## src/rtl/dfr_pkg.sv

```systemverilog
package dfr_pkg;

	localparam logic [7:0] SYNC_FIRST  = 8'h55;
	localparam logic [7:0] SYNC_SECOND = 8'hAA;
	localparam logic [7:0] MIN_LEN     = 8'd3;
	// XOR of the two sync bytes, seed of the frame check
	localparam logic [7:0] SYNC_XOR    = SYNC_FIRST ^ SYNC_SECOND;

	// One pending request from the parser to the emitter
	typedef struct packed {
		logic       header;  // emit sync pair before data
		logic [7:0] data;    // length byte or body byte
		logic       last;    // data is the last byte of the frame
		logic       good;    // frame check passed (only with last)
	} req_t;

endpackage

```

## src/rtl/dfr_rx_if.sv

```systemverilog
interface dfr_rx_if;
	logic       valid;
	logic       ready;
	logic [7:0] rx_byte;

	modport source (output valid, output rx_byte, input ready);
	modport sink (input valid, input rx_byte, output ready);
endinterface

```

## src/rtl/dfr_tx_if.sv

```systemverilog
interface dfr_tx_if;
	logic       valid;
	logic       ready;
	logic [7:0] frame_byte;
	logic       first_of_frame;
	logic       last_of_frame;
	logic       check_good;

	modport source (
		output valid, output frame_byte, output first_of_frame,
		output last_of_frame, output check_good, input ready
	);
	modport sink (
		input valid, input frame_byte, input first_of_frame,
		input last_of_frame, input check_good, output ready
	);
endinterface

```

## src/rtl/sync_length_xor_deframer_core.sv

```systemverilog
// Sync / length / XOR deframer.
// rx: one received byte per request (rx_byte). tx: one frame byte per
// request with first_of_frame, last_of_frame and check_good marks.
// The block hunts for 0x55 0xAA; the next byte is the total frame length.
// A length of 3 or more opens a frame: 0x55, 0xAA and the length go out as
// three requests, then each body byte goes out as one. check_good is set on
// the last byte when the XOR of all frame bytes is zero. Lengths 0 to 2 and
// sync bytes are consumed silently.
// A byte is registered in the parser stage, then in the output register,
// before its first result is offered.
// Throughput: one byte per cycle for sync and body bytes while tx does not
// stall; a length byte that opens a frame holds rx.ready low until the last
// of its three header results is taken. The single output port sets this rate.
// Reset (arst_n low) returns to hunting and empties both stages.
// When tx stalls, the output register holds and the parser stage holds;
// rx.ready stays high while the parser stage is empty, then drops.
module sync_length_xor_deframer_core (
	input  logic     clk,
	input  logic     arst_n,
	dfr_rx_if.sink   rx,
	dfr_tx_if.source tx
);

	logic          req_valid;
	dfr_pkg::req_t req;
	logic          take;

	dfr_parser u_parser (
		.clk       (clk),
		.arst_n    (arst_n),
		.rx        (rx),
		.req_valid (req_valid),
		.req       (req),
		.take      (take)
	);

	dfr_emitter u_emitter (
		.clk       (clk),
		.arst_n    (arst_n),
		.req_valid (req_valid),
		.req       (req),
		.take      (take),
		.tx        (tx)
	);

endmodule

```

## src/rtl/dfr_parser.sv

```systemverilog
module dfr_parser (
	input  logic           clk,
	input  logic           arst_n,
	dfr_rx_if.sink         rx,
	output logic           req_valid,
	output dfr_pkg::req_t  req,
	input  logic           take
);

	typedef enum logic [1:0] {
		PH_HUNT,
		PH_SYNC2,
		PH_LEN,
		PH_BODY
	} phase_t;

	phase_t        phase_q, phase_n;
	logic [7:0]    left_q, left_n;
	logic [7:0]    xor_q, xor_n;
	logic          valid_s1;
	dfr_pkg::req_t req_s1;
	dfr_pkg::req_t req_n;
	logic          emit_n;
	logic          accept;

	// Take a new byte when the stage is empty or drains this cycle
	assign rx.ready  = !valid_s1 || take;
	assign accept    = rx.valid && rx.ready;
	assign req_valid = valid_s1;
	assign req       = req_s1;

	// Advance the hunt / frame state for the offered byte
	always_comb begin
		phase_n      = phase_q;
		left_n       = left_q;
		xor_n        = xor_q;
		emit_n       = 1'b0;
		req_n.header = 1'b0;
		req_n.data   = rx.rx_byte;
		req_n.last   = 1'b0;
		req_n.good   = 1'b0;
		case (phase_q)
			PH_HUNT: begin
				if (rx.rx_byte == dfr_pkg::SYNC_FIRST) phase_n = PH_SYNC2;
			end
			PH_SYNC2: begin
				if (rx.rx_byte == dfr_pkg::SYNC_SECOND) phase_n = PH_LEN;
				else if (rx.rx_byte != dfr_pkg::SYNC_FIRST) phase_n = PH_HUNT;
			end
			PH_LEN: begin
				if (rx.rx_byte < dfr_pkg::MIN_LEN) begin
					phase_n = PH_HUNT;
				end else begin
					xor_n        = dfr_pkg::SYNC_XOR ^ rx.rx_byte;
					left_n       = rx.rx_byte - dfr_pkg::MIN_LEN;
					emit_n       = 1'b1;
					req_n.header = 1'b1;
					req_n.last   = (left_n == 8'd0);
					req_n.good   = req_n.last && (xor_n == 8'd0);
					phase_n      = req_n.last ? PH_HUNT : PH_BODY;
				end
			end
			PH_BODY: begin
				xor_n = xor_q ^ rx.rx_byte;
				if (left_q != 8'd0) left_n = left_q - 8'd1;
				emit_n     = 1'b1;
				req_n.last = (left_n == 8'd0);
				req_n.good = req_n.last && (xor_n == 8'd0);
				if (req_n.last) phase_n = PH_HUNT;
			end
			default: phase_n = PH_HUNT;
		endcase
	end

	// Hold state and request; update on an accepted byte, empty on a take alone
	always_ff @(posedge clk or negedge arst_n) begin
		if (!arst_n) begin
			phase_q  <= PH_HUNT;
			left_q   <= 8'd0;
			xor_q    <= 8'd0;
			valid_s1 <= 1'b0;
			req_s1   <= '0;
		end else begin
			if (accept) begin
				phase_q  <= phase_n;
				left_q   <= left_n;
				xor_q    <= xor_n;
				valid_s1 <= emit_n;
				if (emit_n) req_s1 <= req_n;
			end else if (take) begin
				valid_s1 <= 1'b0;
			end
		end
	end

endmodule

```

## src/rtl/dfr_emitter.sv

```systemverilog
module dfr_emitter (
	input  logic           clk,
	input  logic           arst_n,
	input  logic           req_valid,
	input  dfr_pkg::req_t  req,
	output logic           take,
	dfr_tx_if.source       tx
);

	logic [1:0] sub_q;
	logic       load;
	logic       tx_valid_q;
	logic [7:0] byte_q;
	logic       first_q;
	logic       last_q;
	logic       good_q;
	logic [7:0] byte_n;
	logic       first_n;
	logic       last_n;
	logic       good_n;
	logic       final_sub;

	assign load      = !tx_valid_q || tx.ready;
	assign final_sub = !req.header || (sub_q == 2'd2);
	assign take      = req_valid && load && final_sub;

	assign tx.valid          = tx_valid_q;
	assign tx.frame_byte     = byte_q;
	assign tx.first_of_frame = first_q;
	assign tx.last_of_frame  = last_q;
	assign tx.check_good     = good_q;

	// Pick the result for the current position within the request
	always_comb begin
		byte_n  = req.data;
		first_n = 1'b0;
		last_n  = req.last;
		good_n  = req.good;
		if (req.header) begin
			case (sub_q)
				2'd0: begin
					byte_n  = dfr_pkg::SYNC_FIRST;
					first_n = 1'b1;
					last_n  = 1'b0;
					good_n  = 1'b0;
				end
				2'd1: begin
					byte_n = dfr_pkg::SYNC_SECOND;
					last_n = 1'b0;
					good_n = 1'b0;
				end
				default: ;
			endcase
		end
	end

	// Advance the header position and the output valid
	always_ff @(posedge clk or negedge arst_n) begin
		if (!arst_n) begin
			sub_q      <= 2'd0;
			tx_valid_q <= 1'b0;
		end else if (load) begin
			tx_valid_q <= req_valid;
			if (req_valid) sub_q <= final_sub ? 2'd0 : sub_q + 2'd1;
		end
	end

	// Load the output payload
	always_ff @(posedge clk) begin
		if (load && req_valid) begin
			byte_q  <= byte_n;
			first_q <= first_n;
			last_q  <= last_n;
			good_q  <= good_n;
		end
	end

endmodule

```

## src/flat_wrapper.sv

```systemverilog
// flat-port wrapper written by rule: the top's interface ports become plain ports
module sync_length_xor_deframer_core_flat 
  (clk, arst_n, rx_valid, rx_rx_byte, rx_ready, tx_valid, tx_frame_byte, tx_first_of_frame, tx_last_of_frame, tx_check_good, tx_ready);
  dfr_rx_if rx_i ();
  dfr_tx_if tx_i ();
  input  logic clk;
  input  logic arst_n;
  input wire logic [$bits(rx_i.valid)-1:0] rx_valid;
  input wire logic [$bits(rx_i.rx_byte)-1:0] rx_rx_byte;
  output wire logic [$bits(rx_i.ready)-1:0] rx_ready;
  output wire logic [$bits(tx_i.valid)-1:0] tx_valid;
  output wire logic [$bits(tx_i.frame_byte)-1:0] tx_frame_byte;
  output wire logic [$bits(tx_i.first_of_frame)-1:0] tx_first_of_frame;
  output wire logic [$bits(tx_i.last_of_frame)-1:0] tx_last_of_frame;
  output wire logic [$bits(tx_i.check_good)-1:0] tx_check_good;
  input wire logic [$bits(tx_i.ready)-1:0] tx_ready;
  assign rx_i.valid = rx_valid;
  assign rx_i.rx_byte = rx_rx_byte;
  assign rx_ready = rx_i.ready;
  assign tx_valid = tx_i.valid;
  assign tx_frame_byte = tx_i.frame_byte;
  assign tx_first_of_frame = tx_i.first_of_frame;
  assign tx_last_of_frame = tx_i.last_of_frame;
  assign tx_check_good = tx_i.check_good;
  assign tx_i.ready = tx_ready;
  sync_length_xor_deframer_core u_core (.clk(clk), .arst_n(arst_n), .rx(rx_i), .tx(tx_i));
endmodule
```

## config.mk

```make
export PLATFORM = sky130hd
export DESIGN_NAME = sync_length_xor_deframer_core_flat
export DESIGN_NICKNAME = d
export VERILOG_FILES = /design/src/rtl/dfr_pkg.sv /design/src/rtl/dfr_rx_if.sv /design/src/rtl/dfr_tx_if.sv /design/src/rtl/sync_length_xor_deframer_core.sv /design/src/rtl/dfr_parser.sv /design/src/rtl/dfr_emitter.sv /design/src/flat_wrapper.sv
export SDC_FILE = /design/constraint.sdc
export NUM_CORES = 1
export LEC_CHECK = 0
export BUFFER_PORTS_ARGS = -buffer_cell sky130_fd_sc_hd__buf_4
export CELL_PAD_IN_SITES_DETAIL_PLACEMENT = 0
export CELL_PAD_IN_SITES_GLOBAL_PLACEMENT = 1
export CORE_MARGIN = 3
export CORE_UTILIZATION = 41
export DETAILED_ROUTE_END_ITERATION = 12
export PLACE_DENSITY_LB_ADDON = 0.1
export SLEW_MARGIN = 20
export SYNTH_ARGS = -nofsm -noshare
export SYNTH_HDL_FRONTEND = slang
export SYNTH_SLANG_ARGS = --single-unit
```

## constraint.sdc

```tcl
create_clock -name clk -period 2.1 [get_ports clk]
set_input_delay 0 -clock clk [delete_from_list [all_inputs] [get_ports clk]]
set_output_delay 0 -clock clk [all_outputs]
set_load 0.005 [all_outputs]
```

======== Word-level counts from Yosys, hierarchy flattened ========
Index checks and enable logic that the tools add are counted.
operators by class
  multiplexer cells ....................... 28
  add/sub/neg operators ................... 3
  $lt $le $gt $ge ......................... 1
  equality and inequality tests ........... 12
  reductions and logical operators ........ 25
  bitwise operators ....................... 2
operator list
  cell                 count
  $pmux 8 s2           3
  $mux 8               5
  $logic_not 8->1      4
  $mux 2               8
  $mux 1               9
  $eq 8x7->1 const B   1
  $eq 8x8->1 const B   1
  $lt 8x2->1 const B   1
  $ne 8x7->1 const B   1
  $not 8->8            1
  $pmux 2 s4           1
  $reduce_bool 8->1    1
  $sub 8x1->8 const B  1
  $sub 8x2->8 const B  1
  $xor 8x8->8          1
  $eq 2x2->1 const B   3
  $ne 2x2->1 const B   3
  $logic_and 1x1->1    5
  $eq 2x1->1 const B   2
  $logic_not 2->1      2
  $pmux 2 s2           1
  $reduce_and 2->1     2
  $reduce_and 4->1     1
  $reduce_bool 2->1    2
  7 further kinds      11
word-level totals
  output and inout port bits .............. 13
  input bits .............................. 12
  register bits after elaboration ......... 44
  word-level logic and storage cells ...... 85

======== Logic depth before layout (Yosys ltp) ========
  word-level depth ........................ 7
  gate-level depth with buffers ........... 9
  depth with buffers taken out ............ 8

======== Hierarchy ========
From an unflattened synthesis, not the netlist that was laid out.
second synthesis, totals
  cell total of the unflattened synthesis .. 256
  area total of the unflattened synthesis .. 2489.9 um^2
by module, submodules not included
  module       area an instance (um^2)  sequential area each (um^2)  times used  cells an instance
  dfr_parser   1851.8                   750.7                        1           206
  dfr_emitter  638.1                    405.4                        1           50

======== Worst setup path after synthesis ========
OpenSTA, ideal clock, no wires.
  path kind ............................... register -> register
  from .................................... register u_core.u_parser.left_q[0]
  to ...................................... register u_core.u_parser.req_s1, in the netlist u_core.u_parser.req[0]
  slack ................................... -97 ps
  buffers on the path ..................... 1
  data arrival time ....................... 2076 ps
  setup time .............................. 121 ps
  stages on the path, launching flop included .. 10
  period minus slack after synthesis ...... 2197 ps
  required time ........................... 1979 ps
  cell sequence ........................... dfrtp_1 clkbuf_1 inv_1 ha_1 nor3b_1 a2111o_1 o211ai_1 and3_1 and2_1 a22o_1
on the way
  cells in the longest elaborated chain, start to end .. 6
  elaborated cells between the ends (all ways) .. 7
  classes of those cells .................. add/sub: 1; mux: 3; reduce/logical: 3
ends and longest elaborated chain
  element                                                  line              RTL
  from (decl)                                              dfr_parser.sv:18  logic [7:0] left_q, left_n;
  from (signal assigned)                                   dfr_parser.sv:86  left_q <= left_n;
  $sub 8x1->8 / $reduce_bool 8->1 (equally long branches)  dfr_parser.sv:65  if (left_q != 8'd0) left_n = left_q - 8'd1;
  $mux 8 (*)                                               dfr_parser.sv:65
  $mux 8 (*)                                               dfr_parser.sv:42  case (phase_q)
  $logic_not 8->1 (*)                                      dfr_parser.sv:67  req_n.last = (left_n == 8'd0);
  $logic_and 1x1->1 (*)                                    dfr_parser.sv:68  req_n.good = req_n.last && (xor_n == 8'd0);
  $pmux 2 s2 (*)                                           dfr_parser.sv:42
  to (signal assigned)                                     dfr_parser.sv:89  if (emit_n) req_s1 <= req_n;
  to (decl)                                                dfr_parser.sv:21  dfr_pkg::req_t req_s1;
Mark *: on every way between the ends. The rest lies on a longest branch, timed or not. The select of a mux whose other input is x is not followed.
A chain may end at the register's enable or synchronous reset.

======== Worst setup path after layout ========
  from .................................... register u_core.u_parser.left_q[0]
  to ...................................... register u_core.u_parser.phase_q[0]
on the way
  cells in the longest elaborated chain, start to end .. 6
  elaborated cells between the ends (all ways) .. 7
  classes of those cells .................. add/sub: 1; eq/ne: 1; mux: 2; reduce/logical: 3
ends and longest elaborated chain
  element                                                  line              RTL
  $sub 8x1->8 / $reduce_bool 8->1 (equally long branches)  dfr_parser.sv:65
  $mux 8 (*)                                               dfr_parser.sv:65
  $mux 8 (*)                                               dfr_parser.sv:42
  $logic_not 8->1 (*)                                      dfr_parser.sv:67
  $ne 2x2->1 (no source line) (*)                          n/a
  $reduce_and 4->1 (no source line) (*)                    n/a
  to (signal assigned)                                     dfr_parser.sv:85  phase_q <= phase_n;
  to (decl)                                                dfr_parser.sv:17  phase_t phase_q, phase_n;
Marks and branches as above.

==> impl_metrics.csv <==
group,metric,value,unit
timing,timing.slew.headroom,0.6386,
global_route,antenna_found_initial,0,
die,initial_core_util,0.4358,
clocking,cts-root-buf,"clkbuf_8",
global_route,grt_pass1_wl,9.749,mm
synthesis,synth_seq_cells,44,
routing,ant_nets,0,
worst_setup_path,r2r_cells,6,
final_layout,fillCellCount,533,
timing,setup_tns,0,ns
synthesis,yosysTopAreaCell,"dfrtp_1",
routing,dr.pass1.iters,4,
worst_setup_path,cp-end-kind,"flop",
global_route,grt.total_usage,0.1703,
routing,num_vias,1945,
run,cap_violations,0,
final_layout,final_nets,321,
die,fp-row-count,27,
clocking,cts.clk_slew.worst_paths,0.09,ns
timing,layout_setup_ws,0.09606,ns
synthesis,synth_area_leaders,"dfrtp_1 (33%), edfxtp_1 (13%), nand2_1 (6.2%)",
power,power.density,1475,mW/mm^2
timing,period_needed,2.004,ns
timing,finalClockSkew,0.003650,ns
routing,vias_per_cell,5.201,
synthesis,ys_top_cells_by_count,"nand2_1 (41), dfrtp_1 (33), nor2_1 (22)",
clocking,cts_tree,"done",
placed_design,dp_cells,360,
synthesis,synth_cell_type_count,45,
die,fp.dieArea,0.007002,mm^2
synthesis,yosysTopAreaCellShare,0.3338,
synthesis,syn-cell-area,0.002474,mm^2
worst_setup_path,cp-start-kind,"flop",
global_route,grt_pass1_vias,1998,
clocking,cts_max_path_buffers,2,
die,io_pins,25,
synthesis,syn_avg_cell_area,9.514,um^2
worst_hold_path,min_from,"rx_rx_byte[5]",
placed_design,hpwl,4.122,mm
synthesis,syn_inst,260,
routing,drt-initial-drc-count,69,
timing,hold_slack,0.01757,ns
synthesis,synthFlopType,"dfrtp_1",
worst_setup_path,path_class,"flop to flop",
worst_hold_path,hold_path_class,"primary input to flop",
worst_setup_path,cp-startpoint,"u_core.u_parser.left_q[0]",
worst_setup_path,cp_slowest_cell,"or4_4",
final_layout,insertedDiodeCount,0,
worst_hold_path,whs_path_depth,3,
placed_design,gp_congestion,0.7808,
worst_setup_path,r2r_start,"u_core.u_parser.left_q[0]",
worst_setup_path,crit_arrival,2.18,ns
worst_setup_path,slowest_delay,0.56,ns
clocking,clkSinkCount,44,
timing,setup_violations,0,
synthesis,synth_edf_count,11,
synthesis,synth_most_common_cell,"nand2_1",
final_layout,synthToLayoutAreaGrowth,20.44,%
clocking,clock_latency,0.29,ns
worst_setup_path,r2r_slack,0.1,ns
power,ir_drop,0.0005991,V
worst_setup_path,crit_chain,"or4_4, nor4_4, mux2i_1, and3_1, nand2b_1, o211ai_1",
synthesis,yosysSeqAreaShare,0.4674,
clocking,cts_max_level,2,
placed_design,preCtsSetupSlack,-0.04239,ns
worst_setup_path,regToRegEndpoint,"u_core.u_parser.phase_q[0]",
routing,wl_per_cell,14.97,um
synthesis,yosys_warnings,0,
final_layout,seqCellArea,0.001157,mm^2
power,p_leak,1.328,nW
final_layout,final_util,0.5249,
worst_setup_path,cpLargestDelayFamily,"simple AND/OR/NAND/NOR gates",
die,core,0.005675,mm^2
routing,wl,5.597,mm
global_route,grt_max_degree,34,
timing,rsz0062_at_grt,"no",
timing,finalMaxSlewViolations,0,
final_layout,final_cells,374,
timing,max_freq,499.0,MHz
die,die_width,83.68,um
worst_setup_path,critPathBufInv,0,
synthesis,synthArstFlopShare,0.7500,
final_layout,multi_input_area,0.001252,mm^2
outcome,status,"completed",
final_layout,drive_gt1_frac,0.2185,
placed_design,portBuffers,24,
die,die_h,83.68,um
clocking,cts_buffers,5,
worst_hold_path,min_to,"u_core.u_parser.req[7]",
global_route,globalRoute.totalOverflow,0,
routing,drc,0,
timing,period_share,0.9543,
synthesis,syn_nets,280,
timing,tightestPinTransition,0.5405,ns
worst_setup_path,cp_max_fo,5,
worst_setup_path,required,2.27,ns
timing,hold_viol,0,
per-stage QoR:
step,total power [W],instance area (um^2)
6_report,0.004395,2979
5_1_grt,0.004816,2979
4_1_cts,0.004354,2933
3_5_place_dp,0.003777,2804
3_3_place_gp,0.003774,2804
2_1_floorplan,0.003054,2479
worst reg2reg max path, stage by stage, from the launching register on:
cell and delay (ns):
dfrtp_2 0.44, or4_4 0.56, nor4_4 0.17, mux2i_1 0.26, and3_1 0.23, nand2b_1 0.14, o211ai_1 0.08
registers in the layout, indices dropped and copies added, names as in the netlist:
name / flops
u_core.u_emitter.sub_q: 2
u_core.u_emitter.tx.check_good: 1
u_core.u_emitter.tx.first_of_frame: 1
u_core.u_emitter.tx.frame_byte: 8
u_core.u_emitter.tx.last_of_frame: 1
u_core.u_emitter.tx.valid: 1
u_core.u_parser.left_q: 8
u_core.u_parser.phase_q: 2
u_core.u_parser.req: 11
u_core.u_parser.req_valid: 1
u_core.u_parser.xor_q: 8
repair_timing:
action,4_1_cts,5_1_grt
setup buffers,1,2
gates cloned,0,0
pin swaps,0,1
endpoints found under the setup margin,4,22
gates resized for setup,1,8
hold buffers,3,0
endpoints found under the hold margin,35,0
layout make-up:
cell class,instances,share of cell area
flip-flops and latches,44,0.3885
multi-input cells,193,0.4204
well taps,72,0.03024
clock inverters,2,0.004200
repair buffers,46,0.1184
clock buffers,6,0.02436
inverters,11,0.01386
where the power goes:
| group | total (W) | leakage (nW) | switching (W) | internal (W) |
|---|---|---|---|---|
| sequential | 0.00167 | 0.503 | 0.000311 | 0.00136 |
| combinational | 0.00220 | 0.784 | 0.00116 | 0.00104 |
| clock | 0.000528 | 0.0412 | 0.000295 | 0.000233 |
| total | 0.00440 | 1.33 | 0.00176 | 0.00263 |
kinds of logic after synthesis:
family	synth area share
AO/OA/AOI/OAI	0.1447
XOR/XNOR	0.07436
adder cells (fa/ha/maj)	0.04047
buffers and inverters	0.04299
flip-flops	0.4674
multiplexers	0.004047
AND/OR/NAND/NOR	0.2261
worst max path at each step:
| stage | slack, ns | depth (start not counted) | to |
|---|---|---|---|
| finish | 0.1 | 6 | u_core.u_parser.phase_q[0] |
| global route | 0.006 | 6 | u_core.u_parser.phase_q[0] |
| global placement | -0.03 | 6 | u_core.u_parser.req[1] |
| detailed placement | -0.04 | 6 | u_core.u_parser.req[1] |
| CTS | 0.03 | 6 | u_core.u_parser.req[1] |
| floorplan | 0.07 | 9 | u_core.u_parser.phase_q[0] |
cells in the final DEF, fill, tap and decap left out, types with 3 or more instances in the layout:
cell	synthesis	layout
buf_4	0	43
nand2_1	41	41
dfrtp_1	33	32
nor2_1	22	21
o21ai_0	21	21
xor2_1	12	12
inv_1	11	11
edfxtp_1	11	11
xnor2_1	9	9
ha_1	8	8
a21o_1	5	5
nand2b_1	5	5
a21oi_1	5	5
clkbuf_8	0	5
and2_1	6	4
a22o_1	4	4
nand2_2	4	4
nand4b_1	4	4
nand3_1	3	3
or4_4	2	3
nor3_1	4	3
o32ai_1	3	3
o211ai_1	3	3
nand4_1	3	3
dlygate4sd3_1	0	3
per-layer routing:
layer	share of wire	routed length (um)	global-route usage	up-vias
li1	-	-	-	984
met1	0.50	2781	0.2328	926
met2	0.47	2607	0.2805	30
met3	0.029	163	0.03159	5
met4	0.0079	44	0.03947	0
met5	0	0	0	-
(Power assumes the default switching activity.)
